==> src/rtl/gof_pkg.sv <==
package gof_pkg;

   // Fraction bits of the curve parameter t.
   localparam int FRAC_BITS = 16;

   // Width of the steps register and its upper bound.
   localparam int STEPS_BITS = 6;
   localparam logic [STEPS_BITS-1:0] MAX_STEPS = 6'd62;
   localparam logic [STEPS_BITS-1:0] STEPS_RESET = 6'd4;

   // Point kind codes.
   localparam logic [1:0] KIND_ON_CURVE = 2'd0;
   localparam logic [1:0] KIND_CONIC = 2'd1;

   // Configuration register addresses.
   localparam int CSR_ADDR_BITS = 2;
   localparam logic [CSR_ADDR_BITS-1:0] CSR_STEPS_ADDR = 2'd0;

   // Step sizes for t that the reciprocal unit hands to the back end.
   typedef struct packed {
      logic                  ready;
      logic [FRAC_BITS-1:0]  quot;
      logic [STEPS_BITS-1:0] rem;
   } recip_type;

endpackage

==> src/rtl/gof_front.sv <==
module gof_front #(
   parameter int COORD_BITS = 16
) (
   input  logic                         clock,
   input  logic                         reset,
   input  logic                         accept,
   input  logic signed [COORD_BITS-1:0] point_x,
   input  logic signed [COORD_BITS-1:0] point_y,
   input  logic [1:0]                   point_kind,
   input  logic                         outline_start,
   output logic                         cmd_push,
   output logic [6*COORD_BITS:0]        cmd_data
);

   import gof_pkg::*;

   localparam int CB = COORD_BITS;

   logic                 anchor_valid_ff, anchor_valid_in;
   logic                 control_pending_ff, control_pending_in;
   logic signed [CB-1:0] anchor_x_ff, anchor_x_in;
   logic signed [CB-1:0] anchor_y_ff, anchor_y_in;
   logic signed [CB-1:0] control_x_ff, control_x_in;
   logic signed [CB-1:0] control_y_ff, control_y_in;
   logic                 av, cp;
   logic                 curve;
   logic signed [CB-1:0] end_x, end_y;
   logic [CB:0]          sum_x, sum_y;
   logic [CB:0]          adj_x, adj_y;
   logic signed [CB-1:0] mid_x, mid_y;

   // Virtual on-curve midpoint of two conics, truncated toward zero.
   always_comb begin
      sum_x = {control_x_ff[CB-1], control_x_ff} + {point_x[CB-1], point_x};
      sum_y = {control_y_ff[CB-1], control_y_ff} + {point_y[CB-1], point_y};
      adj_x = sum_x + {{CB{1'b0}}, sum_x[CB]};
      adj_y = sum_y + {{CB{1'b0}}, sum_y[CB]};
      mid_x = adj_x[CB:1];
      mid_y = adj_y[CB:1];
   end

   // Classify the point and build the segment command for the back end.
   always_comb begin
      av                 = outline_start ? 1'b0 : anchor_valid_ff;
      cp                 = outline_start ? 1'b0 : control_pending_ff;
      anchor_valid_in    = anchor_valid_ff;
      control_pending_in = control_pending_ff;
      anchor_x_in        = anchor_x_ff;
      anchor_y_in        = anchor_y_ff;
      control_x_in       = control_x_ff;
      control_y_in       = control_y_ff;
      cmd_push           = 1'b0;
      curve              = 1'b0;
      end_x              = point_x;
      end_y              = point_y;
      if (accept) begin
         anchor_valid_in    = av;
         control_pending_in = cp;
         if (point_kind == KIND_ON_CURVE) begin
            cmd_push           = 1'b1;
            curve              = cp && av;
            anchor_x_in        = point_x;
            anchor_y_in        = point_y;
            anchor_valid_in    = 1'b1;
            control_pending_in = 1'b0;
         end else if (point_kind == KIND_CONIC) begin
            if (cp) begin
               cmd_push        = 1'b1;
               curve           = av;
               end_x           = mid_x;
               end_y           = mid_y;
               anchor_x_in     = mid_x;
               anchor_y_in     = mid_y;
               anchor_valid_in = 1'b1;
            end
            control_x_in       = point_x;
            control_y_in       = point_y;
            control_pending_in = 1'b1;
         end
      end
      cmd_data = {curve, anchor_x_ff, anchor_y_ff, control_x_ff, control_y_ff, end_x, end_y};
   end

   always_ff @(posedge clock) begin
      if (reset) begin
         anchor_valid_ff    <= 1'b0;
         control_pending_ff <= 1'b0;
      end else begin
         anchor_valid_ff    <= anchor_valid_in;
         control_pending_ff <= control_pending_in;
      end
   end

   // Coordinates are read only while their valid flag is set.
   always_ff @(posedge clock) begin
      anchor_x_ff  <= anchor_x_in;
      anchor_y_ff  <= anchor_y_in;
      control_x_ff <= control_x_in;
      control_y_ff <= control_y_in;
   end

endmodule

==> config.mk <==
export PLATFORM = sky130hd
export DESIGN_NAME = gof_front
export DESIGN_NICKNAME = d
export VERILOG_FILES = /design/src/rtl/gof_pkg.sv /design/src/rtl/gof_front.sv
export SDC_FILE = /design/constraint.sdc
export NUM_CORES = 1
export LEC_CHECK = 0
export BUFFER_PORTS_ARGS = -buffer_cell sky130_fd_sc_hd__buf_2
export CAP_MARGIN = 15
export CORE_MARGIN = 5
export CORE_UTILIZATION = 45
export DETAILED_ROUTE_END_ITERATION = 10
export HOLD_SLACK_MARGIN = 0.08
export PLACE_DENSITY = 0.79
export RECOVER_POWER = 50
export SYNTH_ARGS = -nofsm -noshare
export SYNTH_HDL_FRONTEND = slang
export SYNTH_SLANG_ARGS = --single-unit
export TNS_END_PERCENT = 10
==> constraint.sdc <==
create_clock -name clock -period 9.46 [get_ports clock]
set_input_delay 1.419 -clock clock [delete_from_list [all_inputs] [get_ports clock]]
set_output_delay 1.419 -clock clock [all_outputs]
set_load 0.1 [all_outputs]
==> impl_metrics.toml, run 1 <==
[outcome]
outcome = "finished with violations"
violations = "capacitance limit, slew limit"

[synthesis]
syn_nets = 614
synth_edf_count = 64
yosys-top-cells-area = "edfxtp_1, ha_1, a21oi_1, nor2_1, xnor2_1"
syn_inst = 540
ys.flop_type = "edfxtp_1"
yosysUniqueCellTypes = 63
netlist_area_um2 = 4970
yosys.area.top_type_share = 0.387
ys_seq_area_frac = 0.395
avgSynthCellArea_um2 = 9.20
async_flop_share = 0
ys_warn_count = 0
yosysTopAreaCell = "edfxtp_1"
synth-seq-cells = 66

[global_route]
antenna_found_initial = 0
grt_max_degree = 62
grt_pass1_vias = 4298
grt_pass1_wl_um = 21100
overflow = 0
grt.total_usage = 0.199

[place]
io_buffers = 135
gp_congestion = 0.922
dpl-instance-area_um2 = 5780
dpl.hpwl_um = 10200

[final_layout]
num-nets-final = 745
drive_gt1_frac = 0.154
syn2layout_area_growth_pct = 19.0
n_fill_cell = 1015
final_cell_mix = "nor2_1, a21oi_1, clkbuf_1"
utilization = 0.545
final_common_cell = "nor2_1"
n_antenna_cell = 0
design_area_um2 = 5910

[routing]
ant_nets = 0
drt_iter0_drc = 268
wl_per_cell_um = 16.2
viasPerCell = 5.54
routed_wl_um = 13300
drt_pass1_iterations = 4
route.detailed.drc = 0
vias = 4522

[power_and_ir_drop]
power_frac_seq = 0.347
power.internal_mw = 0.587
swShare = 0.415
p_leak_nw = 2.30
ir_drop_mv = 0.0991
powerDensity_nw_per_um2 = 170
switchingPower_mw = 0.417
p_comb_frac = 0.395
p_clk_frac = 0.258

[cts]
htree_num_levels = 3
cts_buffers = 9
clk_pin_slew_worst_paths_ns = 0.07
post_cts_buffers = 0
cts_root_buf = "clkbuf_8"
cts_max_path_buffers = 2
cts_tree = "done"
cts_resized = 0
cts_sinks = 66
cts_hold_buf = 0
clock_latency_ns = 0.36

[timing]
max_clock_freq_mhz = 157
tns_ns = 0
fin_crit_sh = 0.674
post-route-min-period_ns = 6.38
final-setup-viol-count = 0
worst_slew_pin_slew_ns = 1.98
hold_viol = 0
maxSlewHeadroom = -0.320
drv_slew = 62
clock_skew_ns = 0.00637
holdWs_ns = 0.460
rsz0062_at_grt = "false"

[worst_setup_path]
critPathBufInv = 3
cp_max_fo = 4
critical_path_class = "in2out"
cp.arrival_ns = 4.96
crit_path_end_kind = "output port"
cpPeakStageDelay_ns = 0.44
crit_family = "simple AND/OR/NAND/NOR gates"
slowest_stage = "buf_2"
required_ns = 8.04
worst_setup_path_start_kind = "input pin"
crit_path_cell_trace = "clkbuf_1 -> ha_1 -> inv_1 -> fa_1 -> nand2b_1 -> a21oi_1 -> o31a_1 -> a221oi_2 -> and2_1 -> ha_1 -> and3_1 -> nand4_1 -> or3_1 -> xor2_1 -> a21oi_1 -> buf_2"

[die]
io_pins = 136
rows = 38
dieArea_um2 = 13200
start_util = 0.458
dieWidth_um = 115
die_h_um = 115
coreArea_um2 = 10800

[flow_run]
maxCapViolations = 2

[hold_path]
hold_class = "reg2reg"
==> metrics by stage <==
stage	cells	setup slack, ns	total power [mW]
after global placement	799	3.20	0.747
after floorplan	540	2.67	0.676
after detailed placement	799	3.11	0.753
final	816	3.08	1.00
after CTS	815	3.10	1.01
after global routing	816	2.78	1.05
==> synthesized netlist by cell type (7+ instances only) <==
master and number:
a31oi_1 7, ha_1 34, clkbuf_1 15, and3_1 8, nand2_1 28, o21ai_0 8
nor3_1 7, xnor2_1 31, nand3_1 18, a21o_1 10, xor2_1 19, nand4_1 7
mux2_2 7, inv_1 20, edfxtp_1 64, a21oi_1 84, nor2_1 86
==> path summary, 6_finish.rpt <==
| check | cells after the start | endpoint | start | slack, ns |
|---|---|---|---|---|
| hold / removal | 2 | control_pending_ff | control_pending_ff | 0.46 |
| setup / recovery | 16 | cmd_data[25] | point_x[0] | 3.08 |
| setup reg to reg | 14 | anchor_x_ff[9] | control_x_ff[0] | 5.82 |
| hold reg to reg | 2 | control_pending_ff | control_pending_ff | 0.46 |
==> final cells by class <==
class	instances	area (µm²)	area share
multi-input cells	435	2860	0.483
flip-flops and latches	66	1960	0.332
repair buffers	139	634	0.107
well taps	140	175	0.0296
clock buffers	9	124	0.0209
clock inverters	7	83.8	0.0142
inverters	20	75.1	0.0127
==> cell families (layout without fill, tap and decap cells) <==
group / after synthesis / after routing / share of synthesized area
DFF: 66 / 66 / 0.395
and+or+nand+nor: 196 / 196 / 0.192
AOI/OAI and AO/OA: 144 / 144 / 0.181
buffers and inverters: 39 / 175 / 0.0310
adders and majority gates: 36 / 36 / 0.0937
muxes: 9 / 9 / 0.0199
xor gates and xnor gates: 50 / 50 / 0.0882
==> registers in the layout (all words and copies together) (netlist names) <==
signal / flops
anchor_valid_ff: 1
anchor_x_ff: 16
control_pending_ff: 1
control_y_ff: 16
anchor_y_ff: 16
control_x_ff: 16
==> power groups by stage <==
stage                     Clock [mW]  Sequential [mW]  Combinational [mW]
after global placement             0            0.354               0.393
final                          0.259            0.349               0.397
after CTS                      0.262            0.348               0.400
after floorplan                    0            0.447               0.229
after global routing           0.272            0.350               0.425
after detailed placement           0            0.354               0.398
==> per-layer routing <==
layer | track usage | vias to the layer above | share of wire
li1 | - | 2241 | -
met1 | 0.249 | 2134 | 0.43
met2 | 0.345 | 129 | 0.50
met3 | 0.0316 | 18 | 0.058
met4 | 0.0775 | 0 | 0.017
met5 | 0 | - | 0
==> worst register-to-register path, cell delays in order (launching register included) <==
cell      delay [ns]
edfxtp_1        0.43
ha_1            0.22
inv_1           0.07
fa_1            0.19
nand2b_1        0.13
a21oi_1         0.10
o31a_1          0.35
a221oi_2        0.40
and2_1          0.19
ha_1            0.17
and3_1          0.24
nand4_1         0.21
or3_1           0.37
xor2_1          0.20
a21oi_1         0.09
Note: power is estimated with default switching activity, not from simulation.
==> run 2, diff against run 1 <==
PLACE_DENSITY = 0.82   (was 0.79)
clock period = 5.8 ns   (was 9.46 ns; I/O delays follow)
==> impl_metrics.toml, run 2 (same netlist as run 1, synthesis figures left out) <==
[worst_setup_path]
cp.arrival_ns = 4.48
crit_path_end_kind = "output port"
r2r_cells = 12
r2r_end = "anchor_x_ff[9]"
r2r_start = "control_x_ff[11]"
cp_max_fo = 6
startpoint = "point_x[8]"
rrSetupSlack_ns = 2.06
critical_path_class = "in2out"
required_ns = 4.93
worst_setup_path_start_kind = "input pin"

[outcome]
violations = "capacitance limit, slew limit"
outcome = "finished with violations"

[cts]
cts_resized = 0
cts_tree = "done"
cts_sinks = 66
cts_max_path_buffers = 2
post_cts_buffers = 0
cts_hold_buf = 0
cts_root_buf = "clkbuf_8"
clock_latency_ns = 0.35
clk_pin_slew_worst_paths_ns = 0.06
htree_num_levels = 3
cts_buffers = 9

[power_and_ir_drop]
powerDensity_nw_per_um2 = 264
ir_drop_mv = 0.118
p_leak_nw = 2.26

[routing]
route.detailed.drc = 0
wl_per_cell_um = 16.7
drt_pass1_iterations = 5
ant_nets = 0
viasPerCell = 5.59
drt_iter0_drc = 270
vias = 4563
routed_wl_um = 13600

[die]
dieWidth_um = 115
io_pins = 136
die_h_um = 115
coreArea_um2 = 10800
dieArea_um2 = 13200
start_util = 0.458
rows = 38

[final_layout]
n_antenna_cell = 0
syn2layout_area_growth_pct = 17.7
final_cell_mix = "nor2_1, a21oi_1, clkbuf_1"
n_fill_cell = 1012
final_common_cell = "nor2_1"
multi_input_area_um2 = 2860
drive_gt1_frac = 0.142
num-nets-final = 745
utilization = 0.539
seqCellArea_um2 = 1960

[global_route]
grt.total_usage = 0.201
grt_pass1_wl_um = 21400
grt_pass1_vias = 4460
antenna_found_initial = 0
overflow = 0
grt_max_degree = 62

[timing]
hold_viol = 0
clock_skew_ns = 0.00841
fin_crit_sh = 0.923
post-route-min-period_ns = 5.35
tns_ns = 0
maxSlewHeadroom = -0.353
drv_slew = 33
rsz0062_at_grt = "false"
final-setup-viol-count = 0
max_clock_freq_mhz = 187
worst_slew_pin_slew_ns = 2.03

[flow_run]
maxCapViolations = 1

[hold_path]
hold_class = "reg2reg"
holdPathStages = 2
min_from = "control_pending_ff"
holdPathEnd = "control_pending_ff"

[place]
dpl.hpwl_um = 10400
gp_congestion = 0.897
io_buffers = 135
==> run 2: cell count changes in the layout (fill, tap and decap cells not counted), moves of 2 or more <==
cell | before | now
clkinv_1 | 3 | 1
buf_2 | 68 | 59
bufinv_16 | 2 | 0
clkinv_2 | 1 | 3
clkbuf_1 | 69 | 80
==> run 2: worst max path at each step <==
stage	end	slack, ns	depth (start not counted)
2_1_floorplan	cmd_data[31]	0.11	13
3_3_place_gp	cmd_data[25]	0.70	16
3_5_place_dp	cmd_data[25]	0.57	14
4_1_cts	cmd_data[25]	0.52	16
5_1_grt	cmd_data[31]	0.24	16
6_report	cmd_data[25]	0.45	14
==> run 2: area by class of cell <==
| cell class | count | area share |
|---|---|---|
| sequential | 66 | 0.335 |
| clock buffer | 12 | 0.0231 |
| multi-input combinational | 435 | 0.490 |
| tap | 140 | 0.0300 |
| clock inverter | 4 | 0.00321 |
| inverter | 20 | 0.0128 |
| timing repair buffer | 139 | 0.106 |
==> run 2: per-stage QoR <==
step	cell area [µm²]	hold WS (ns)	cells	power (mW)	setup slack (ns)
CTS	5940	0.465	815	1.56	0.525
floorplan	4970	0.431	540	1.10	0.111
global route	5850	0.489	816	1.62	0.241
finish	5850	0.462	816	1.55	0.446
detailed placement	5780	0.456	799	1.23	0.570
global placement	5780	0.440	799	1.22	0.696
==> run 2: worst max-delay path, cell delays in order <==
cell and delay (ns):
clkbuf_1 0.11, ha_1 0.39, a21o_1 0.23, a31oi_1 0.24, o21ai_0 0.19, a221oi_2 0.47
and2_1 0.20, ha_1 0.18, and3_1 0.25, nand4_1 0.21, or3_1 0.37, xor2_1 0.17
a21oi_2 0.14, buf_2 0.43
==> run 2: power by group <==
part / switching, mW / internal, mW / leakage (nW)
clock network: 0.176 / 0.152 / 0.0816
registers: 0.0102 / 0.558 / 0.603
logic: 0.487 / 0.162 / 1.57
total: 0.673 / 0.872 / 2.26
==> run 2: layer usage <==
metal,global-route usage,vias to the layer above,share of wire
met1,0.247,2134,0.42
met4,0.0767,0,0.018
met3,0.0347,26,0.072
li1,-,2232,-
met2,0.352,171,0.50
met5,0,-,0
