[src/rtl/gof_fifo.sv]
module gof_fifo #(
   parameter int WIDTH = 8,
   parameter int DEPTH = 4
) (
   input  logic                       clock,
   input  logic                       reset,
   input  logic                       push,
   input  logic [WIDTH-1:0]           push_data,
   output logic                       full,
   input  logic                       pop,
   output logic [WIDTH-1:0]           pop_data,
   output logic                       empty,
   output logic [$clog2(DEPTH):0]     count
);

   localparam int AW = $clog2(DEPTH);

   logic [WIDTH-1:0] store_ff [DEPTH];
   logic [AW-1:0]    wr_ptr_ff, wr_ptr_in;
   logic [AW-1:0]    rd_ptr_ff, rd_ptr_in;
   logic [AW:0]      count_ff, count_in;
   logic             do_push, do_pop;

   assign full     = (count_ff == (AW+1)'(DEPTH));
   assign empty    = (count_ff == '0);
   assign count    = count_ff;
   assign pop_data = store_ff[rd_ptr_ff];
   assign do_push  = push && !full;
   assign do_pop   = pop && !empty;

   // Pointer and fill count update.
   always_comb begin
      wr_ptr_in = do_push ? wr_ptr_ff + 1'b1 : wr_ptr_ff;
      rd_ptr_in = do_pop ? rd_ptr_ff + 1'b1 : rd_ptr_ff;
      count_in  = count_ff;
      if (do_push && !do_pop) begin
         count_in = count_ff + 1'b1;
      end else if (do_pop && !do_push) begin
         count_in = count_ff - 1'b1;
      end
   end

   always_ff @(posedge clock) begin
      if (reset) begin
         wr_ptr_ff <= '0;
         rd_ptr_ff <= '0;
         count_ff  <= '0;
      end else begin
         wr_ptr_ff <= wr_ptr_in;
         rd_ptr_ff <= rd_ptr_in;
         count_ff  <= count_in;
      end
   end

   // Entry storage needs no reset.
   always_ff @(posedge clock) begin
      if (do_push) begin
         store_ff[wr_ptr_ff] <= push_data;
      end
   end

endmodule

[config.mk]
export PLATFORM = sky130hd
export DESIGN_NAME = gof_fifo
export DESIGN_NICKNAME = d
export VERILOG_FILES = /design/src/rtl/gof_fifo.sv
export SDC_FILE = /design/constraint.sdc
export NUM_CORES = 1
export LEC_CHECK = 0
export BUFFER_PORTS_ARGS = -buffer_cell sky130_fd_sc_hd__buf_4
export CORE_UTILIZATION = 55
export DETAILED_ROUTE_END_ITERATION = 12
export GPL_ROUTABILITY_DRIVEN = 0
export HOLD_SLACK_MARGIN = 0.03
export PLACE_DENSITY = 0.78
export SYNTH_ARGS = -nofsm -noshare
export SYNTH_HDL_FRONTEND = slang
export SYNTH_SLANG_ARGS = --single-unit
[constraint.sdc]
create_clock -name clock -period 4 [get_ports clock]
set_input_delay 0.2 -clock clock [delete_from_list [all_inputs] [get_ports clock]]
set_output_delay 0.2 -clock clock [all_outputs]
set_load 0.01 [all_outputs]
==> results.py, run 1 <==
metrics = {
    "layout": {
        "final_common_cell": "edfxtp_1",
        "layout.nets": 143,
        "utilization_pct": 71.08,
        "multi_input_area_um2": 451.7,
        "nFillCells": 188,
        "layout_common_cells": "edfxtp_1, buf_4, dfxtp_1, mux4_2, dlygate4sd3_1",
        "n_antenna_cell": 0,
        "syn_to_final_growth_pct": 22.01,
        "seqCellArea_um2": 1141,
        "drive_above_1_share_pct": 33.33,
        "final_cell_area_um2": 1977,
    },
    "route": {
        "wl_per_cell_um": 16.87,
        "ant_nets": 0,
        "drtPass1Iterations": 4,
        "viasPerCell": 5.554,
        "drtIter0Drc": 28,
        "wl_mm": 2.648,
        "num_vias": 872,
        "drc_errors": 0,
    },
    "synthesis": {
        "ys_seq_area_share_pct": 70.42,
        "syn_avg_cell_area_um2": 18.00,
        "synthCells": 90,
        "synth.distinct_cells": 21,
        "ys_warn_count": 0,
        "syn-num-nets": 108,
        "ys_ff_latch": 41,
        "syn_area_um2": 1620,
    },
    "global_routing": {
        "grtUsageTotal_pct": 19.38,
        "grt_pass1_wl_mm": 4.195,
        "antenna_found_initial": 0,
        "grt_overflow": 0,
        "first_global_vias": 898,
        "grt_max_degree": 13,
    },
    "die": {
        "rows": 19,
        "dieArea_um2": 3167,
        "die_h_um": 56.28,
        "io_pins": 25,
        "coreArea_um2": 2781,
        "die_w_um": 56.28,
        "initial_utilization_pct": 58.25,
    },
    "sta": {
        "setup_tns_ps": 0,
        "finalSetupViolations": 0,
        "min_period_over_period_pct": 55.72,
        "slew_headroom_pct": 65.11,
        "worstMarginPinSlew_ps": 522.6,
        "final_hold_viol_count": 0,
        "fmax_ghz": 0.4487,
        "period_needed_ps": 2229,
        "skew_ps": 9.272,
        "maxSlewViolCount": 0,
        "rsz0062_at_grt": "false",
    },
    "clock_network": {
        "cts_tree": "done",
        "cts_htree_levels": 2,
        "cts-root-buf": "clkbuf_4",
        "cts_buffers": 5,
        "clock_latency_ps": 350,
        "clockBufferDepth": 2,
        "cts_setup_buffers": 0,
        "post_cts_resized": 0,
        "clkSinkCount": 41,
        "clk_pin_slew_ps": 110,
    },
    "worst_hold_path": {
        "min_from": "push_data[6]",
        "min_to": "store_ff[2][6]$_DFFE_PP_",
        "worstHoldPathCells": 1,
        "hold_class": "primary input to flop",
    },
    "pwr": {
        "p_per_area_nw_per_um2": 588.1,
        "power_mw": 1.163,
        "leakage_nw": 0.7338,
        "vdd_drop_max_v": 0.0005007,
    },
    "worst_setup_path": {
        "start_kind": "flop",
        "crit_fanout": 7,
        "crit_type": "flop to flop",
        "reg2reg_from": "count[0]$_SDFFE_PP0P_",
        "rrSetupSlack_ps": 1770,
        "r2r_cells": 8,
        "required_ps": 4280,
        "cp-end-kind": "flop",
        "r2r-end": "count[2]$_SDFFE_PP0P_",
        "crit_path_start": "count[0]$_SDFFE_PP0P_",
        "arrival_ps": 2510,
    },
    "status": {
        "status": "finished clean",
    },
    "place": {
        "post-dp-hpwl_mm": 1.861,
        "dpl-instance-area_um2": 1827,
        "io_buffers": 24,
    },
    "job": {
        "maxCapViolations": 0,
    },
}
-- worst max-delay path by stage --
stage	cells past startpoint	to
floorplan	8	count[2]$_SDFFE_PP0P_
global placement	8	count[2]$_SDFFE_PP0P_
detailed placement	8	count[2]$_SDFFE_PP0P_
CTS	8	count[2]$_SDFFE_PP0P_
global route	8	count[2]$_SDFFE_PP0P_
finish	8	count[2]$_SDFFE_PP0P_
-- metrics by stage --
stage	std cells	hold WS, ps	worst slack [ps]
floorplan	90	298.9	1931
global placement	142	398.9	1929
detailed placement	142	405.6	1805
global route	157	34.88	1627
finish	157	58.19	1771
CTS	154	32.68	1754
-- cell families (layout without fill, tap and decap cells) --
| logic type | after synthesis | in the layout | synth area share, % |
|---|---|---|---|
| buffers and inverters | 7 | 43 | 1.698 |
| and+or+nand+nor | 16 | 16 | 5.714 |
| DFF | 41 | 41 | 70.42 |
| muxes | 10 | 10 | 12.36 |
| AOI/OAI and AO/OA | 6 | 6 | 2.548 |
| xor gates and xnor gates | 4 | 4 | 2.162 |
| adders and majority gates | 6 | 6 | 5.097 |
-- timing repair --
| item | 4_1_cts | 5_1_grt |
|---|---|---|
| setup endpoints to repair | 0 | 0 |
| hold endpoints to repair | 10 | 11 |
| hold buffers | 4 | 3 |
-- cell usage after synthesis, drive strengths merged --
cell type	count	area share (%)
a21oi	2	0.62
buf	1	0.31
or3	2	0.77
nor2	6	1.5
o31ai	1	0.77
nor3	1	0.31
and2	4	1.5
nand2b	2	0.77
edfxtp	32	59
mux4	8	11
o21ai	2	0.62
fa	1	1.2
o311ai	1	0.54
inv	4	0.93
mux2i	2	1.2
ha	5	3.9
xor2	4	2.2
clkbuf	2	0.46
nor3b	1	0.77
dfxtp	9	11
-- per-layer routing --
layer	up-vias	track usage, %	wire length (um)
met4	0	9.059	46
met1	429	19.97	1025
met5	-	0	0
met2	25	34.18	1454
li1	412	-	-
met3	6	7.834	121
-- report_power, final --
part | total [mW] | switching (mW) | leakage, nW | internal (mW)
registers | 0.583 | 0.0642 | 0.367 | 0.519
logic | 0.330 | 0.140 | 0.323 | 0.190
clock network | 0.250 | 0.126 | 0.0437 | 0.124
-- area by class of cell --
class                   instances  area share, %
flip-flops and latches         41          57.72
multi-input cells              42          22.85
repair buffers                 31          12.66
clock buffers                   8          4.051
well taps                      31          1.962
inverters                       4         0.7595
-- flip-flops by register name, summed over array words and instances (netlist names), named ones only --
register / count
rd_ptr_ff: 2
store_ff: 32
count: 3
wr_ptr_ff: 2
-- critical path, stage by stage (launching register included) --
cell	delay [ps]
dfxtp_1	540
nor3b_2	130
nor2_2	210
ha_1	230
inv_1	60
fa_1	380
xor2_1	160
or3_1	310
a21oi_1	150
Note: power is estimated with default switching activity, not from simulation.
==> run 2: changes to the inputs <==
--- a/config.mk
+++ b/config.mk
@@ -5,12 +5,13 @@
 export SDC_FILE = /design/constraint.sdc
 export NUM_CORES = 1
 export LEC_CHECK = 0
+export ABC_AREA = 1
 export BUFFER_PORTS_ARGS = -buffer_cell sky130_fd_sc_hd__buf_4
 export CORE_UTILIZATION = 55
 export DETAILED_ROUTE_END_ITERATION = 12
 export GPL_ROUTABILITY_DRIVEN = 0
 export HOLD_SLACK_MARGIN = 0.03
-export PLACE_DENSITY = 0.78
+export PLACE_DENSITY = 0.77
 export SYNTH_ARGS = -nofsm -noshare
 export SYNTH_HDL_FRONTEND = slang
 export SYNTH_SLANG_ARGS = --single-unit
==> constraint.sdc (replaced) <==
create_clock -name clock -period 2.3 [get_ports clock]
set_input_delay 0.115 -clock clock [delete_from_list [all_inputs] [get_ports clock]]
set_output_delay 0.115 -clock clock [all_outputs]
set_load 0.01 [all_outputs]
==> run 2 against run 1 <==
Compared with the run above: clock-buffer cell count did not move; first-iteration DRC count down 18%; total power is 74% higher; highest routed layer is now met3; critical path depth grew 1; global-route usage is 1.2 points higher; the flow now finishes with violations (DRC); maximum frequency is 13% higher; sequential cell count is the same; sequential power up 68%; cell count up 41%.
==> results.py, run 2 <==
metrics = {
    "status": {
        "status": "finished with violations",
        "violations": "DRC",
    },
    "die": {
        "dieArea_um2": 3290,
        "rows": 19,
        "die_h_um": 57.36,
        "initial_utilization_pct": 59.58,
        "coreArea_um2": 2829,
        "die_w_um": 57.36,
        "io_pins": 25,
    },
    "pwr": {
        "seqPwrFrac_pct": 48.6,
        "combPwrFrac_pct": 35.2,
        "power_mw": 2.021,
        "p_int_mw": 1.344,
        "p_clk_share_pct": 16.2,
        "swShare_pct": 33.48,
        "vdd_drop_max_v": 0.0008053,
        "leakage_nw": 0.8351,
        "p_per_area_nw_per_um2": 981.7,
        "switchingPower_uw": 676.5,
    },
    "global_routing": {
        "grt_overflow": 0,
        "grtUsageTotal_pct": 20.60,
        "grt_max_degree": 17,
        "first_global_vias": 1119,
        "grt_pass1_wl_mm": 4.857,
        "antenna_found_initial": 0,
    },
    "sta": {
        "finalSetupViolations": 0,
        "slew_headroom_pct": 75.75,
        "final_hold_viol_count": 0,
        "skew_ps": 7.749,
        "rsz0062_at_grt": "false",
        "setup_tns_ps": 0,
        "fmax_ghz": 0.5078,
        "maxSlewViolCount": 0,
        "worstMarginPinSlew_ps": 363.2,
        "period_needed_ps": 1969,
        "min_period_over_period_pct": 85.62,
    },
    "synthesis": {
        "synthTopCellsByCount": "edfxtp_1, nor2_1, inv_1",
        "yosys.area.top_type": "edfxtp_1",
        "ys_warn_count": 0,
        "synth_area_leaders": "edfxtp_1, dfxtp_1, nor2_1",
        "ys_ff_latch": 41,
        "async_flop_share_pct": 0,
        "synthCells": 146,
        "syn_avg_cell_area_um2": 11.54,
        "synth-edff-count": 32,
        "syn_area_um2": 1685,
        "synth_most_common_cell": "edfxtp_1",
        "synthFlopType": "edfxtp_1",
        "ys_seq_area_share_pct": 67.71,
        "synth_top_area_share_pct": 57.02,
        "synth.distinct_cells": 18,
        "syn-num-nets": 164,
    },
    "worst_setup_path": {
        "crit_end": "count[1]$_SDFFE_PP0P_",
        "r2r-end": "count[1]$_SDFFE_PP0P_",
        "rrSetupSlack_ps": 330,
        "cp_cell_sequence": "nor2_1 > nand2_1 > nand2_2 > inv_1 > ha_1 > inv_1 > fa_1 > o21ai_0 > nor2_1",
        "start_kind": "flop",
        "arrival_ps": 2200,
        "crit_path_start": "count[1]$_SDFFE_PP0P_",
        "crit_type": "flop to flop",
        "required_ps": 2530,
        "reg2reg_from": "count[1]$_SDFFE_PP0P_",
        "crit_fanout": 5,
        "cpPeakStageDelay_ps": 420,
        "r2r_cells": 9,
        "cp-end-kind": "flop",
        "cpMaxStageDelayCell": "fa_1",
    },
    "route": {
        "met1_length_mm": 1.211,
        "ant_nets": 0,
        "wl_per_cell_um": 13.57,
        "wl_met3_um": 131,
        "drtIter0Drc": 23,
        "met2_length_mm": 1.655,
        "drc_errors": 2,
        "num_vias": 1152,
        "wl_mm": 2.998,
        "drtPass1Iterations": 8,
        "routed.top_layer": "met3",
        "viasPerCell": 5.213,
    },
    "clock_network": {
        "cts_tree": "done",
        "cts_htree_levels": 2,
        "clock_latency_ps": 330,
        "clockBufferDepth": 2,
        "cts_buffers": 5,
        "post_cts_resized": 0,
        "clkSinkCount": 41,
        "clk_pin_slew_ps": 110,
        "cts-root-buf": "clkbuf_4",
        "cts_setup_buffers": 0,
    },
    "place": {
        "post-dp-hpwl_mm": 2.059,
        "io_buffers": 24,
    },
    "layout": {
        "layout.nets": 207,
        "layout_common_cells": "edfxtp_1, nor2_1, buf_4, inv_1",
        "regMostFlops": "store_ff",
        "drive_above_1_share_pct": 21.05,
        "final_common_cell": "edfxtp_1",
        "largest_reg_flops": 32,
        "syn_to_final_growth_pct": 22.12,
        "n_antenna_cell": 0,
    },
    "job": {
        "maxCapViolations": 0,
    },
    "worst_hold_path": {
        "hold_class": "primary input to flop",
    },
}
## run 2: cell types whose count changed after synthesis, sizes merged, moves of 3 or more
cell | previous run | this run
nand3 | 0 | 4
and2 | 4 | 0
mux4 | 8 | 0
nand2 | 0 | 15
o22ai | 0 | 8
nor2 | 6 | 30
inv | 4 | 18
o21ai | 2 | 17
xor2 | 4 | 1
## run 2: how the worst min path moves through the flow
stage,endpoint,slack (ps),depth (start not counted),from
floorplan,flop,180,1,reset
global placement,rd_ptr_ff[0]$_SDFFE_PP0P_,310,2,reset
detailed placement,rd_ptr_ff[0]$_SDFFE_PP0P_,320,2,reset
CTS,wr_ptr_ff[1]$_SDFFE_PP0P_,70,4,push
global route,rd_ptr_ff[1]$_SDFFE_PP0P_,70,3,pop
finish,wr_ptr_ff[0]$_SDFFE_PP0P_,80,4,push
## run 2: cells by family (layout without fill, tap and decap cells)
group           Yosys count  count (layout)  synth area share, %
simple gates             50              50                11.95
flops                    41              41                67.71
compound gates           28              28                9.577
buf+inv                  20              64                5.345
fa+ha+maj                 6               6                4.900
xor+xnor                  1               1               0.5198
## run 2: what timing repair did
item	CTS	global route
hold endpoints to repair	37	0
setup endpoints to repair	0	0
hold buffers	9	0
## run 2: power groups by stage
stage	clock [mW]	sequential, mW	combinational, mW
5_1_grt	0.373	0.993	0.796
6_report	0.327	0.982	0.712
3_5_place_dp	0	1.00	0.700
2_1_floorplan	0	0.990	0.420
3_3_place_gp	0	0.993	0.665
4_1_cts	0.338	0.983	0.717
## run 2: worst max-delay path: cells and delay by family (launching register included)
family | cells | cell delay (ps)
AOI/OAI and AO/OA | 1 | 170
adders and majority gates | 2 | 640
buffers and inverters | 2 | 170
DFF | 1 | 360
and+or+nand+nor | 4 | 520
## run 2: layout make-up
| class | count | area [um2] |
|---|---|---|
| Clock buffer | 8 | 48.80 |
| Tap cell | 31 | 38.79 |
| Sequential cell | 41 | 1141 |
| Fill cell | 214 | 770.7 |
| Timing Repair Buffer | 38 | 307.8 |
| Inverter | 18 | 67.56 |
| Multi-Input combinational cell | 85 | 454.2 |
## run 2: layer usage
metal,track usage (%),vias to the layer above
met5,0,-
met2,36.21,30
met4,9.408,0
met1,22.46,537
li1,-,585
met3,6.803,0
## run 2: per-stage QoR
step                std cells  area (um2)  utilization, %  worst slack (ps)  hold WS, ps
finish                    221        2058           72.76             330.6        83.92
detailed placement        204        1919           67.85             362.6        317.3
global placement          204        1919           67.85             509.1        310.5
CTS                       221        2058           72.76             333.4        68.76
floorplan                 146        1685               -             523.1        184.1
global route              221        2058           72.76             195.4        65.65
==> run 3: changes to the inputs <==
--- a/config.mk
+++ b/config.mk
@@ -11,7 +11,8 @@
 export DETAILED_ROUTE_END_ITERATION = 12
 export GPL_ROUTABILITY_DRIVEN = 0
 export HOLD_SLACK_MARGIN = 0.03
-export PLACE_DENSITY = 0.77
+export MAX_ROUTING_LAYER = met4
+export PLACE_DENSITY = 0.86
 export SYNTH_ARGS = -nofsm -noshare
 export SYNTH_HDL_FRONTEND = slang
 export SYNTH_SLANG_ARGS = --single-unit
==> constraint.sdc (replaced) <==
create_clock -name clock -period 2.3 [get_ports clock]
set_input_delay 0.115 -clock clock [delete_from_list [all_inputs] [get_ports clock]]
set_output_delay 0.115 -clock clock [all_outputs]
set_load 0.005 [all_outputs]
==> run 3 against run 2 <==
Compared with the run above: the run now ends clean; maximum frequency rose by 0.28%; total power rose by 2.6%; clock-buffer cell count fell by 2; global-route usage rose by 3.0 points; sequential cell count did not move; critical path type unchanged; wire length rose by 5.7%.
==> results.py, run 3 (synthesis gave the netlist of run 2 again) <==
metrics = {
    "worst_setup_path": {
        "cp.depth": 13,
        "start_kind": "flop",
        "cp-end-kind": "flop",
        "r2r_cells": 13,
        "crit_family": "simple AND/OR/NAND/NOR gates",
        "required_ps": 2560,
        "arrival_ps": 2220,
        "crit_type": "flop to flop",
        "cp_cell_sequence": "nor2_1 > nand2_1 > nand2_2 > inv_1 > ha_1 > inv_1 > fa_1 > inv_1 > nand2_1 > nand3_1 > nand2_1 > nand2_1 > nor2_1",
        "path_buf_inv": 3,
        "path_common_cell": "nand2_1",
        "cpPeakStageDelay_ps": 440,
        "crit_fanout": 5,
        "cpMaxStageDelayCell": "dfxtp_1",
    },
    "clock_network": {
        "clock_latency_ps": 350,
        "clkSinkCount": 41,
        "cts_htree_levels": 2,
        "cts_buffers": 5,
        "cts-root-buf": "clkbuf_4",
        "clk_pin_slew_ps": 120,
        "cts_tree": "done",
        "clockBufferDepth": 2,
    },
    "sta": {
        "min_period_over_period_pct": 85.39,
        "period_needed_ps": 1964,
        "setup_tns_ps": 0,
        "slew_headroom_pct": 75.58,
        "final_hold_viol_count": 0,
        "fmax_ghz": 0.5092,
        "finalSetupViolations": 0,
        "setup_ws_ps": 336.0,
        "maxSlewViolCount": 0,
        "worstMarginPinSlew_ps": 365.8,
        "rsz0062_at_grt": "false",
        "skew_ps": 11.23,
    },
    "layout": {
        "regMostFlops": "store_ff",
        "syn_to_final_growth_pct": 23.83,
        "n_antenna_cell": 0,
        "largest_reg_flops": 32,
        "drive_above_1_share_pct": 22.63,
        "final_common_cell": "edfxtp_1",
        "layout.nets": 207,
        "layout_common_cells": "edfxtp_1, nor2_1, buf_4, inv_1",
        "utilization_pct": 73.77,
        "final_cell_area_um2": 2087,
    },
    "place": {
        "post-dp-hpwl_mm": 2.084,
        "preCtsSetupSlack_ps": 372.0,
        "io_buffers": 24,
        "dpl-instance-area_um2": 1919,
    },
    "pwr": {
        "p_int_mw": 1.405,
        "switchingPower_uw": 667.4,
        "vdd_drop_max_v": 0.0006795,
        "p_per_area_nw_per_um2": 993.1,
        "seqPwrFrac_pct": 47.7,
        "combPwrFrac_pct": 31.9,
        "swShare_pct": 32.20,
        "leakage_nw": 0.8525,
        "p_clk_share_pct": 20.4,
    },
    "route": {
        "num_vias": 1156,
        "viasPerCell": 5.231,
        "ant_nets": 0,
        "drtPass1Iterations": 4,
        "wl_per_cell_um": 14.34,
        "drtIter0Drc": 67,
        "wl_mm": 3.169,
        "drc_errors": 0,
    },
    "worst_hold_path": {
        "worstHoldPathCells": 4,
        "hold_class": "primary input to flop",
    },
    "die": {
        "io_pins": 25,
        "initial_utilization_pct": 59.58,
        "coreArea_um2": 2829,
        "die_w_um": 57.36,
        "dieArea_um2": 3290,
        "die_h_um": 57.36,
        "rows": 19,
    },
    "global_routing": {
        "grt_overflow": 0,
        "grtUsageTotal_pct": 23.63,
        "grt_pass1_wl_mm": 5.354,
        "antenna_found_initial": 0,
        "grt_max_degree": 17,
        "first_global_vias": 1168,
    },
    "status": {
        "status": "finished clean",
    },
    "job": {
        "maxCapViolations": 0,
    },
}
run 3: worst reg2reg max path, cell delays in order, from the launching register on:
cell	delay [ps]
dfxtp_1	440
nor2_1	90
nand2_1	150
nand2_2	100
inv_1	110
ha_1	170
inv_1	60
fa_1	400
inv_1	70
nand2_1	40
nand3_1	80
nand2_1	60
nand2_1	60
nor2_1	40
run 3: through the flow:
step                      power [mW]  hold slack [ps]  std cells
after floorplan                1.370            184.1        146
after global placement         1.606            312.1        204
after detailed placement       1.649            317.8        204
after CTS                      2.088            44.56        221
after global routing           2.212            51.51        221
final                          2.073            74.50        221
run 3: path summary, 6_finish.rpt:
kind	start	end	slack (ps)
worst min register to register	rd_ptr_ff[1]$_SDFFE_PP0P_	flop	530
worst min-delay path	push	wr_ptr_ff[1]$_SDFFE_PP0P_	70
worst max-delay path	count[0]$_SDFFE_PP0P_	count[2]$_SDFFE_PP0P_	340
worst max register to register	count[0]$_SDFFE_PP0P_	count[2]$_SDFFE_PP0P_	340
run 3: final cells by class:
class / count / area [um2]
clock buffers: 6 / 62.56
clock inverters: 2 / 15.01
fillers: 210 / 742.0
inverters: 18 / 67.56
multi-input cells: 85 / 454.2
flip-flops and latches: 41 / 1141
well taps: 31 / 38.79
repair buffers: 38 / 307.8
run 3: per-layer routing:
layer,wire [um],GRT usage [%]
met2,1658,38.37
met4,48,12.20
met1,1317,26.79
met5,0,-
met3,144,6.349
run 3: timing repair:
action                    CTS  global route
hold buffers                9             0
setup buffers               0             0
gates resized for setup     0             0
hold endpoints to repair   37             0
run 3: power by group through the flow:
stage	combinational, mW	clock (mW)	sequential (mW)
floorplan	0.387	0	0.983
global placement	0.612	0	0.994
detailed placement	0.645	0	1.00
CTS	0.663	0.437	0.988
global route	0.741	0.469	1.00
finish	0.661	0.423	0.988
