**config.mk**
```make
export PLATFORM = sky130hd
export DESIGN_NAME = gof_recip
export DESIGN_NICKNAME = d
export VERILOG_FILES = /design/src/rtl/gof_pkg.sv /design/src/rtl/gof_recip.sv
export SDC_FILE = /design/constraint.sdc
export NUM_CORES = 1
export LEC_CHECK = 0
export BUFFER_PORTS_ARGS = -buffer_cell sky130_fd_sc_hd__buf_2
export CAP_MARGIN = 20
export CORE_ASPECT_RATIO = 1.5
export CORE_MARGIN = 8
export CORE_UTILIZATION = 53
export DETAILED_ROUTE_END_ITERATION = 8
export MAX_ROUTING_LAYER = met4
export PLACE_DENSITY = 0.81
export SYNTH_ARGS = -nofsm -noshare
export SYNTH_HDL_FRONTEND = slang
export SYNTH_SLANG_ARGS = --single-unit
export TNS_END_PERCENT = 5
```
**constraint.sdc**
```tcl
create_clock -name clock -period 2.76 [get_ports clock]
set_clock_uncertainty 0.2 [all_clocks]
set_input_delay 0.552 -clock clock [delete_from_list [all_inputs] [get_ports clock]]
set_output_delay 0.552 -clock clock [all_outputs]
set_load 0.1 [all_outputs]
```
**src/rtl/gof_pkg.sv**
```systemverilog
package gof_pkg;

   // Fraction bits of the curve parameter t.
   localparam int FRAC_BITS = 16;

   // Width of the steps register and its upper bound.
   localparam int STEPS_BITS = 6;
   localparam logic [STEPS_BITS-1:0] MAX_STEPS = 6'd62;
   localparam logic [STEPS_BITS-1:0] STEPS_RESET = 6'd4;

   // Point kind codes.
   localparam logic [1:0] KIND_ON_CURVE = 2'd0;
   localparam logic [1:0] KIND_CONIC = 2'd1;

   // Configuration register addresses.
   localparam int CSR_ADDR_BITS = 2;
   localparam logic [CSR_ADDR_BITS-1:0] CSR_STEPS_ADDR = 2'd0;

   // Step sizes for t that the reciprocal unit hands to the back end.
   typedef struct packed {
      logic                  ready;
      logic [FRAC_BITS-1:0]  quot;
      logic [STEPS_BITS-1:0] rem;
   } recip_type;

endpackage

```
**src/rtl/gof_recip.sv**
```systemverilog
module gof_recip (
   input  logic                          clock,
   input  logic                          reset,
   input  logic [gof_pkg::STEPS_BITS-1:0] steps,
   output gof_pkg::recip_type            recip
);

   import gof_pkg::*;

   localparam int DW = STEPS_BITS + 1;
   localparam int CW = $clog2(FRAC_BITS + 1);

   logic          busy_ff, busy_in;
   logic [CW-1:0] cnt_ff, cnt_in;
   logic [DW-1:0] div_ff, div_in;
   logic [DW-1:0] rem_ff, rem_in;
   logic [FRAC_BITS:0] quot_ff, quot_in;
   logic [DW-1:0] divisor;
   logic [DW-1:0] rem_shift;
   logic          dividend_bit;

   // The divisor is the number of intervals, steps plus one.
   assign divisor = {1'b0, steps} + 1'b1;

   assign recip.ready = !busy_ff && (div_ff == divisor);
   assign recip.quot  = quot_ff[FRAC_BITS-1:0];
   assign recip.rem   = rem_ff[STEPS_BITS-1:0];

   // Restoring division of 2**FRAC_BITS by the divisor, one quotient bit per cycle.
   always_comb begin
      busy_in      = busy_ff;
      cnt_in       = cnt_ff;
      div_in       = div_ff;
      rem_in       = rem_ff;
      quot_in      = quot_ff;
      dividend_bit = (cnt_ff == CW'(FRAC_BITS));
      rem_shift    = {rem_ff[DW-2:0], dividend_bit};
      if (busy_ff) begin
         if (rem_shift >= div_ff) begin
            rem_in  = rem_shift - div_ff;
            quot_in = {quot_ff[FRAC_BITS-1:0], 1'b1};
         end else begin
            rem_in  = rem_shift;
            quot_in = {quot_ff[FRAC_BITS-1:0], 1'b0};
         end
         cnt_in = cnt_ff - 1'b1;
         if (cnt_ff == '0) begin
            busy_in = 1'b0;
         end
      end else if (div_ff != divisor) begin
         busy_in = 1'b1;
         div_in  = divisor;
         cnt_in  = CW'(FRAC_BITS);
         rem_in  = '0;
         quot_in = '0;
      end
   end

   always_ff @(posedge clock) begin
      if (reset) begin
         busy_ff <= 1'b0;
         div_ff  <= '0;
         cnt_ff  <= '0;
      end else begin
         busy_ff <= busy_in;
         div_ff  <= div_in;
         cnt_ff  <= cnt_in;
      end
   end

   always_ff @(posedge clock) begin
      rem_ff  <= rem_in;
      quot_ff <= quot_in;
   end

endmodule

```
==> results of run 1 <==
==> final cells by class <==
class	instances	area, um^2	share of cell area, %
Multi-Input combinational cell	130	996.0	42.36
Clock inverter	2	35.03	1.490
Sequential cell	35	922.1	39.22
Inverter	13	51.30	2.182
Clock buffer	6	82.58	3.513
Tap cell	43	53.80	2.288
Timing Repair Buffer	36	210.2	8.941
==> synth_stat cells (4+ instances only) <==
| library cell | number | area [um^2] |
|---|---|---|
| a211oi_1 | 4 | 30.03 |
| a21oi_1 | 6 | 30.03 |
| and2_1 | 15 | 93.84 |
| clkbuf_1 | 4 | 15.01 |
| dfxtp_1 | 13 | 260.3 |
| edfxtp_1 | 22 | 660.6 |
| ha_1 | 11 | 137.6 |
| inv_1 | 11 | 41.29 |
| mux2i_1 | 7 | 70.07 |
| nand2_1 | 11 | 41.29 |
| nand3_1 | 8 | 40.04 |
| nor2_1 | 19 | 71.32 |
| xnor2_1 | 9 | 78.83 |
==> worst paths after layout <==
| kind | cells after the start | slack (ns) | to |
|---|---|---|---|
| worst min register to register | 1 | 0.32 | cnt_ff[4]$_SDFFE_PP0P_ |
| worst max register to register | 10 | 0.16 | rem_ff[1]$_SDFFCE_PN0P_ |
| worst min-delay path | 1 | 0.32 | cnt_ff[4]$_SDFFE_PP0P_ |
| worst max-delay path | 8 | 0.07 | recip[22] |
==> registers in the layout, summed over array words and instances, names as in the netlist <==
register and count:
quot_ff 16, cnt_ff 5, busy_ff 1, div_ff 7, rem_ff 6
==> power by group through the flow <==
| stage | Clock [mW] | Combinational (mW) | Sequential (mW) |
|---|---|---|---|
| final | 0.477 | 1.06 | 0.714 |
| after global placement | 0 | 1.01 | 0.723 |
| after detailed placement | 0 | 1.03 | 0.725 |
| after global routing | 0.502 | 1.13 | 0.728 |
| after CTS | 0.483 | 1.04 | 0.715 |
| after floorplan | 0 | 0.493 | 1.08 |
==> through the flow <==
step                      hold WS (ns)  std cells  setup slack [ns]  cell area (um^2)
after detailed placement        0.2964        256           0.02453              2216
after floorplan                 0.2632        183           -0.3104              1979
after CTS                       0.3059        264           0.02450              2333
final                           0.3228        265           0.06856              2351
after global placement          0.2909        256           0.07755              2216
after global routing            0.3482        265         -0.007747              2351
==> what timing repair did <==
item	CTS	global route
gates resized for setup	0	3
setup endpoints to repair	0	8
setup buffers	0	1
==> critical path: stages <==
cell and delay (ns):
buf_2 0.13, ha_4 0.17, xnor2_2 0.14, xnor2_1 0.14, nor3_2 0.25, nand3_2 0.16, nor3_4 0.19, buf_12 0.20
==> cells in the final DEF (no fill, tap or decap), types with 2 or more instances in the layout <==
| cell | n |
|---|---|
| dfxtp_1 | 12 |
| o41ai_1 | 3 |
| nand3_2 | 3 |
| edfxtp_1 | 22 |
| xor2_1 | 3 |
| a211oi_1 | 4 |
| xnor2_1 | 9 |
| mux2i_1 | 7 |
| and2_1 | 15 |
| nand3b_1 | 2 |
| clkbuf_8 | 6 |
| buf_2 | 29 |
| nand2b_1 | 2 |
| nor2b_1 | 2 |
| inv_1 | 11 |
| nand3_1 | 6 |
| nor2_2 | 2 |
| or3_1 | 2 |
| nand2_1 | 11 |
| nor3_1 | 2 |
| buf_4 | 6 |
| o31ai_2 | 2 |
| o21a_1 | 2 |
| nor2_1 | 19 |
| ha_1 | 10 |
| xnor2_2 | 2 |
| a21oi_1 | 5 |
| o21ai_0 | 3 |
==> layer usage <==
layer / vias up / part of all wire, %
li1: 717 / -
met1: 683 / 39
met2: 37 / 53
met3: 7 / 5.9
met4: 0 / 1.8
met5: - / 0
==> cells by family (layout without fill, tap and decap cells) <==
group / count (synthesis) / after routing / share of synthesized area (%)
buffers and inverters: 18 / 57 / 3.511
AOI/OAI and AO/OA: 25 / 25 / 10.03
and+or+nand+nor: 71 / 71 / 19.67
DFF: 35 / 35 / 47.00
xor gates and xnor gates: 15 / 15 / 8.174
muxes: 7 / 7 / 3.576
adders and majority gates: 12 / 12 / 8.046
==> impl_results.md, run 1 <==
- Die X: 65.65 um
- Layer with the highest usage: met2
- Largest net degree at the start of global routing: 25
- HP Start: cnt_ff[4]$_SDFFE_PP0P_
- Tcrit/Tclk final: 97.52%
- Met2 usage: 23.51%
- Number of library cell types mapped by synthesis: 41
- Commonest register cell after synthesis: edfxtp_1
- Clk buf depth: 2
- Worst-path fanout max: 3
- NetSw: 984.5 uW
- IO Pins: 31
- # rows: 27
- Post-Route WL: 3.943 mm
- Slew headroom: 67.51%
- Synthesized netlist cell count: 183
- Sequential share of power: 31.7%
- Met3 Use GR: 3.106%
- TritonCTS Buffers: 5
- Total power: 2.254 mW
- Latest clock arrival within the worst-skew pair: 0.29 ns
- Die height: 90.47 um
- Starting density of the core: 54.21%
- Antenna cells: 0
- Dpl hpwl: 2.995 mm
- Core area: 3615 um^2
- Final hold violations: 0
- EDFF count, synth: 22
- Sw frac: 43.67%
- Mapped Avg Cell Area: 10.71 um^2
- Combinational share of power: 47.2%
- Pwr dens: 958.9 nW/um^2
- Met1 Track Usage GR: 14.45%
- Final net count: 241
- Async set-reset flop share out of synthesis: 0%
- Setup CP Type: primary input to primary output
- Seq/Total Area, Yosys: 47.00%
- Vias: 1444
- Worst Max-Slew Pin Slew: 0.4907 ns
- H-tree levels: 2
- Setup TNS: 0 ns
- Max-capacitance violation count: 0
- Status: finished, final reports clean
- Final ANT Viol Nets: 0
- Tot GR Track Use: 13.77%
- Synthesis-to-finish area growth: 19.99%
- R2r startpoint: cnt_ff[1]$_SDFFE_PP0P_
- Die area: 5939 um^2
- Filler cells: 291
- Final-report max-slew violation count: 0
- Clk network pwr share: 21.1%
- Vias in the first global route: 1377
- Layout cell share with drive strength beyond 1: 28.38%
- Synthesized net count: 203
- CTS tree: done
- Clock Tree Root: clkbuf_8
- CP startpoint kind: primary input
- DRT iter0 DRCs: 54
- First-pass GRT wire length: 6.354 mm
- Worst-path clk slew: 0.07 ns
- GPL Wtd Cong: 0.7893
- CP Data Required Time: 2.01 ns
- Remaining global-route overflow: 0
- Worst setup EP type: primary output
- Seq cells post-synth: 35
- Leak: 1.030 nW
- Worst Path Arrival: 1.94 ns
- Initial antenna violation count: 0
- Post-Syn Area: 1959 um^2
- Average vias per placed instance: 5.449
- Tmin final: 2.691 ns
- Worst Hold Class: flip-flop to flip-flop
- Pint: 1.270 mW
- I/O Buffers: 30
- DRT Pass-1 Iters: 4
- Peak supply drop: 0.5878 mV
- F_max: 0.3715 GHz
- Critical Path Start: steps[1]
- CTS Hold Bufs: 0
- Wirelength per Cell: 14.88 um
- Synthesis Warnings: 0
- Number of remaining DRC errors: 0
- Final core occ: 65.04%
- CTS sink count: 35
- Setup violations, final: 0
No activity file was read; power rests on OpenSTA's default activity.
==> run 2, diff against run 1 <==
- CORE_UTILIZATION: 53 -> 56
- PLACE_DENSITY: 0.81 -> 0.85
==> run 2 against run 1 <==
  * Non-clock buffer count down 2
  * Worst setup slack better by 0.034 ns
  * Sequential cell count unchanged
  * Via count down 1.9%
  * First-iteration DRC count down 5.6%
  * Cell count down 1.1%
  * Critical endpoint unchanged
  * Largest power group unchanged
==> impl_results.md, run 2 (synthesis gave the netlist of run 1 again) <==
- Status: finished, final reports clean
- Final ANT Viol Nets: 0 (unchanged)
- Total power: 2.208 mW (-2.1%)
- Leak: 1.025 nW (-0.50%)
- Clk buf depth: 2 (unchanged)
- Vias in the first global route: 1477 (+7.3%)
- Slowest CP cell: nor3_4
- CTS sink count: 35 (unchanged)
- Tcrit/Tclk final: 96.28% (-1.2 points)
- Core area: 3383 um^2 (-6.4%)
- Vias: 1416 (-1.9%)
- Layout cell share with drive strength beyond 1: 27.27% (-1.1 points)
- WP buf/inv: 2 (unchanged)
- DRT iter0 DRCs: 51 (-5.6%)
- Worst Hold Class: flip-flop to flip-flop
- Clk network pwr share: 20.8% (-0.3 points)
- Pint: 1.227 mW (-3.4%)
- Post-Route WL: 3.678 mm (-6.7%)
- # rows: 26 (-3.7%)
- Final net count: 239 (-0.83%)
- Setup violations, final: 0 (unchanged)
- Slew headroom: 67.47% (about the same)
- Crit-path leading delay family: simple AND/OR/NAND/NOR gates
- Max-capacitance violation count: 0 (unchanged)
- NetSw: 981.6 uW (-0.30%)
- H-tree levels: 2 (unchanged)
- CTS tree: done
- Max FFs per register: 16 (unchanged)
- Die area: 5687 um^2 (-4.2%)
- Number of remaining DRC errors: 0 (unchanged)
- Pre-CTS setup slack: 0.04136 ns (+0.01684 ns)
- F_max: 0.3763 GHz (+1.3%)
- Final hold violations: 0 (unchanged)
- Combinational share of power: 46.8% (-0.4 points)
- Commonest non-fill, non-tap cell in the layout: buf_2
- Synthesis-to-finish area growth: 19.35%
- Most frequent cells in the layout: buf_2, edfxtp_1, nor2_1
- Setup CP Type: primary input to primary output
- CTS Hold Bufs: 0 (unchanged)
- Remaining global-route overflow: 0 (unchanged)
- Worst-path fanout max: 3 (unchanged)
- Antenna cells: 0 (unchanged)
- RSZ-0062 raised after global routing: false
- First-pass GRT wire length: 6.520 mm (+2.6%)
- Sequential share of power: 32.3% (+0.6 points)
- # placed instances: 254 (-0.78%)
- Largest Register: quot_ff
- Setup WS post-layout: 0.1028 ns (+0.03419 ns)
- Max stage delay on crit path: 0.24 ns (about the same)
- Tot GR Track Use: 14.77% (+1.0 points)
- Initial antenna violation count: 0 (unchanged)
- CP Data Required Time: 2.01 ns (about the same)
- Wirelength per Cell: 14.04 um (-5.7%)
- CP Cell Sequence: buf_2 > ha_4 > xnor2_2 > xnor2_2 > nor3_4 > nand3_2 > nor3_4 > buf_12
- Final-report max-slew violation count: 0 (unchanged)
- Final std cells w/o fill: 262 (-1.1%)
- Pwr dens: 944.2 nW/um^2 (-1.5%)
- CP startpoint kind: primary input
- Sw frac: 44.45% (+0.78 points)
- Clock Tree Root: clkbuf_8
- Die height: 88.45 um (-2.2%)
- TritonCTS Buffers: 5 (unchanged)
- Die X: 64.30 um (-2.1%)
- Largest net degree at the start of global routing: 38 (+52%)
- Worst-path clk slew: 0.07 ns (about the same)
- IO Pins: 31 (unchanged)
- Starting density of the core: 57.91% (+3.7 points)
- DRT Pass-1 Iters: 4 (unchanged)
- GPL Wtd Cong: 0.7615 (-3.5%)
- Worst Max-Slew Pin Slew: 0.4913 ns (+0.0006517 ns)
- Worst Path Arrival: 1.91 ns (-0.03 ns)
- Dpl hpwl: 2.781 mm (-7.1%)
- I/O Buffers: 30 (unchanged)
- Top flop regs: quot_ff x16, div_ff x7, rem_ff x6
- Latest clock arrival within the worst-skew pair: 0.29 ns (about the same)
- Average vias per placed instance: 5.405 (-0.82%)
- Tmin final: 2.657 ns (-0.03419 ns)
- Filler cells: 270 (-7.2%)
- Peak supply drop: 0.7368 mV (+25%)
- Worst setup EP type: primary output
==> run 2: per-stage QoR <==
step	hold WS (ns)	util (%)	area, um^2	TNS, ns
2_1_floorplan	0.2632	-	1979	-6.599
3_3_place_gp	0.2949	65.24	2207	0
3_5_place_dp	0.3036	65.24	2207	0
4_1_cts	0.3129	68.57	2320	0
5_1_grt	0.3566	69.12	2338	0
6_report	0.3254	69.12	2338	0
==> run 2: final cells by class <==
type,instances,area [um^2],area share [%]
Tap cell,42,52.55,2.247
Multi-Input combinational cell,130,1006,43.02
Timing Repair Buffer,34,195.2,8.347
Clock buffer,5,68.82,2.943
Clock inverter,3,43.79,1.873
Inverter,13,51.30,2.194
Sequential cell,35,920.9,39.38
==> run 2: power by group through the flow <==
stage | Clock, mW | Combinational [mW] | Sequential (mW)
finish | 0.460 | 1.03 | 0.714
floorplan | 0 | 0.493 | 1.08
CTS | 0.467 | 1.03 | 0.713
detailed placement | 0 | 1.02 | 0.725
global placement | 0 | 1.00 | 0.722
global route | 0.486 | 1.11 | 0.726
==> run 2: worst paths after layout <==
path                           from                      end  slack, ns  depth (start not counted)
max                        steps[1]                recip[22]       0.10                          8
max reg2reg  cnt_ff[0]$_SDFFE_PP0P_  rem_ff[2]$_SDFFCE_PN0P_       0.18                         10
min reg2reg  div_ff[3]$_SDFFE_PP0P_   div_ff[3]$_SDFFE_PP0P_       0.33                          2
min          div_ff[3]$_SDFFE_PP0P_   div_ff[3]$_SDFFE_PP0P_       0.33                          2
==> run 2: metal layers <==
metal | vias to the layer above | GRT usage (%) | routed length [um]
met5 | - | - | 0
met3 | 7 | 4.689 | 242
met2 | 35 | 24.95 | 1825
li1 | 718 | - | -
met4 | 0 | 7.171 | 71
met1 | 656 | 15.19 | 1538
==> run 2: timing repair <==
| action | 4_1_cts | 5_1_grt |
|---|---|---|
| buffers inserted | 0 | 0 |
| setup endpoints to repair | 0 | 6 |
| resized for setup | 0 | 3 |
==> run 2: tightest hold or removal path: stages, from the launching register on <==
cell,delay (ns)
dfxtp_1,0.32
inv_1,0.09
a211oi_1,0.07
==> run 3, diff against run 2 <==
- CORE_ASPECT_RATIO: 1.5 -> default
==> run 3 against run 2 <==
  * Cell count grew 3.4%
  * Sequential share of layout area shrank 0.14 points
  * Critical path depth unchanged
  * Sequential cell count is the same
  * Clock power is 19% lower
  * Critical endpoint unchanged
==> impl_results.md, run 3 (synthesis gave the netlist of run 1 again) <==
- DRT Pass-1 Iters: 4 (unchanged)
- CTS tree: done
- Reg2Reg Capture Point: rem_ff[1]$_SDFFCE_PN0P_
- I/O Buffers: 30 (unchanged)
- Synthesis-to-finish area growth: 20.12%
- Average vias per placed instance: 5.292 (-2.1%)
- Tmin final: 2.683 ns (+0.02622 ns)
- HP Start: div_ff[2]$_SDFFE_PP0P_
- Worst-path clk slew: 0.10 ns (+0.03 ns)
- Setup WS post-layout: 0.07653 ns (-0.02622 ns)
- Final ANT Viol Nets: 0 (unchanged)
- H-tree levels: 2 (unchanged)
- Setup TNS: 0 ns (unchanged)
- Largest Register: quot_ff
- Setup violations, final: 0 (unchanged)
- Antenna cells: 0 (unchanged)
- Worst Path Arrival: 1.93 ns (+0.02 ns)
- CP startpoint kind: primary input
- Worst setup EP type: primary output
- Max-capacitance violation count: 0 (unchanged)
- Worst Max-Slew Pin Slew: 0.4949 ns (+0.003551 ns)
- Wirelength per Cell: 14.11 um (+0.52%)
- Final core occ: 70.53% (+1.4 points)
- GPL Wtd Cong: 0.8238 (+8.2%)
- Die height: 75.15 um (-15%)
- Setup CP Type: primary input to primary output
- DRT iter0 DRCs: 87 (+71%)
- Worst reg2reg setup slack: 0.14 ns (-0.04 ns)
- Top flop regs: quot_ff x16, div_ff x7, rem_ff x6
- Die area: 5648 um^2 (-0.69%)
- CTS Hold Bufs: 0 (unchanged)
- Largest net degree at the start of global routing: 26 (-32%)
- Peak supply drop: 0.5043 mV (-32%)
- Dpl hpwl: 2.944 mm (+5.9%)
- F_max: 0.3727 GHz (-0.98%)
- RSZ-0062 raised after global routing: true
- R2R depth: 10 (unchanged)
- Clk buf depth: 2 (unchanged)
- Initial antenna violation count: 0 (unchanged)
- Vias: 1434 (+1.3%)
- Status: finished, final reports clean
- IO Pins: 31 (unchanged)
- Remaining global-route overflow: 0 (unchanged)
- Vias in the first global route: 1397 (-5.4%)
- Number of remaining DRC errors: 0 (unchanged)
- CTS sink count: 35 (unchanged)
- Final-report max-slew violation count: 0 (unchanged)
- Tcrit/Tclk final: 97.23% (+0.95 points)
- Most frequent cells in the layout: buf_2, edfxtp_1, nor2_1
- Hold Path Depth: 2 (unchanged)
- Clock Tree Root: clkbuf_4
- Slew headroom: 67.24% (-0.24 points)
- TritonCTS Buffers: 5 (unchanged)
- Latest clock arrival within the worst-skew pair: 0.34 ns (+0.05 ns)
- Die X: 75.15 um (+17%)
- First-pass GRT wire length: 6.196 mm (-5.0%)
- Layout cell share with drive strength beyond 1: 29.78% (+2.5 points)
- Tot GR Track Use: 14.78% (about the same)
- Worst Hold Class: flip-flop to flip-flop
- Max FFs per register: 16 (unchanged)
- Core area: 3337 um^2 (-1.4%)
- Pre-CTS setup slack: 0.04688 ns (+0.005511 ns)
- Worst-path fanout max: 3 (unchanged)
- # rows: 21 (-19%)
- Worst-case hold path end point: div_ff[2]$_SDFFE_PP0P_
- Post-Route WL: 3.824 mm (+4.0%)
- Total power: 2.180 mW (-1.3%)
- Leak: 1.032 nW (+0.62%)
- Final hold violations: 0 (unchanged)
- R2r startpoint: cnt_ff[0]$_SDFFE_PP0P_
- Final net count: 244 (+2.1%)
- Pwr dens: 926.4 nW/um^2 (-1.9%)
- Commonest non-fill, non-tap cell in the layout: buf_2
- CP Data Required Time: 2.01 ns (about the same)
- Starting density of the core: 58.72% (+0.80 points)
==> run 3: cell types whose count changed in the layout (fill, tap and decap cells not counted), moves of 2 or more <==
cell,previous run,this run
buf_4,4,9
dfxtp_2,0,2
clkbuf_4,0,5
xnor2_2,3,1
dfxtp_1,13,11
clkbuf_8,5,0
==> run 3: cell type report <==
type | count | area, um^2
multi-input combinational | 130 | 1007
timing repair buffer | 39 | 232.7
tap | 46 | 57.56
sequential | 35 | 923.4
clock inverter | 3 | 43.79
fill | 251 | 983.4
clock buffer | 5 | 37.54
inverter | 13 | 51.30
==> run 3: layer usage <==
layer | share of wire, % | up-vias | GRT usage [%]
li1 | - | 726 | -
met1 | 45 | 668 | 17.10
met2 | 47 | 34 | 24.38
met3 | 6.5 | 6 | 3.995
met4 | 1.2 | 0 | 4.478
met5 | 0 | - | -
==> run 3: critical path: stages <==
cell and delay, ns:
buf_2 0.12, ha_4 0.18, xnor2_4 0.14, xnor2_1 0.14, nor3_2 0.25, nand3_2 0.14
nor3_4 0.19, buf_12 0.20
==> run 3: where the power goes <==
group / switching [mW] / total, mW / internal [mW] / leakage [nW]
combinational: 0.746 / 1.09 / 0.347 / 0.611
clock: 0.181 / 0.372 / 0.190 / 0.0452
sequential: 0.0639 / 0.716 / 0.652 / 0.376
total: 0.991 / 2.18 / 1.19 / 1.03
==> run 3: worst max-delay path by stage <==
stage | start | endpoint | slack (ns) | depth (start not counted)
3_5_place_dp | steps[1] | recip[22] | 0.05 | 8
5_1_grt | cnt_ff[0]$_SDFFE_PP0P_ | rem_ff[4]$_SDFFCE_PN0P_ | -0.009 | 10
6_report | steps[1] | recip[22] | 0.08 | 8
4_1_cts | cnt_ff[0]$_SDFFE_PP0P_ | rem_ff[1]$_SDFFCE_PN0P_ | 0.03 | 10
3_3_place_gp | steps[0] | recip[22] | 0.09 | 7
2_1_floorplan | steps[0] | cnt_ff[2]$_SDFFE_PP0P_ | -0.31 | 7
==> run 3: through the flow <==
| stage | area, um^2 | hold slack, ns | instances |
|---|---|---|---|
| after floorplan | 1979 | 0.2632 | 183 |
| after global placement | 2220 | 0.2975 | 259 |
| after detailed placement | 2220 | 0.3036 | 259 |
| after CTS | 2301 | 0.3212 | 267 |
| after global routing | 2354 | 0.3582 | 271 |
| final | 2354 | 0.3427 | 271 |
==> run 3: what timing repair did <==
item	in CTS	in global routing
setup endpoints to repair	0	7
gates resized for setup	0	5
buffers inserted	0	4
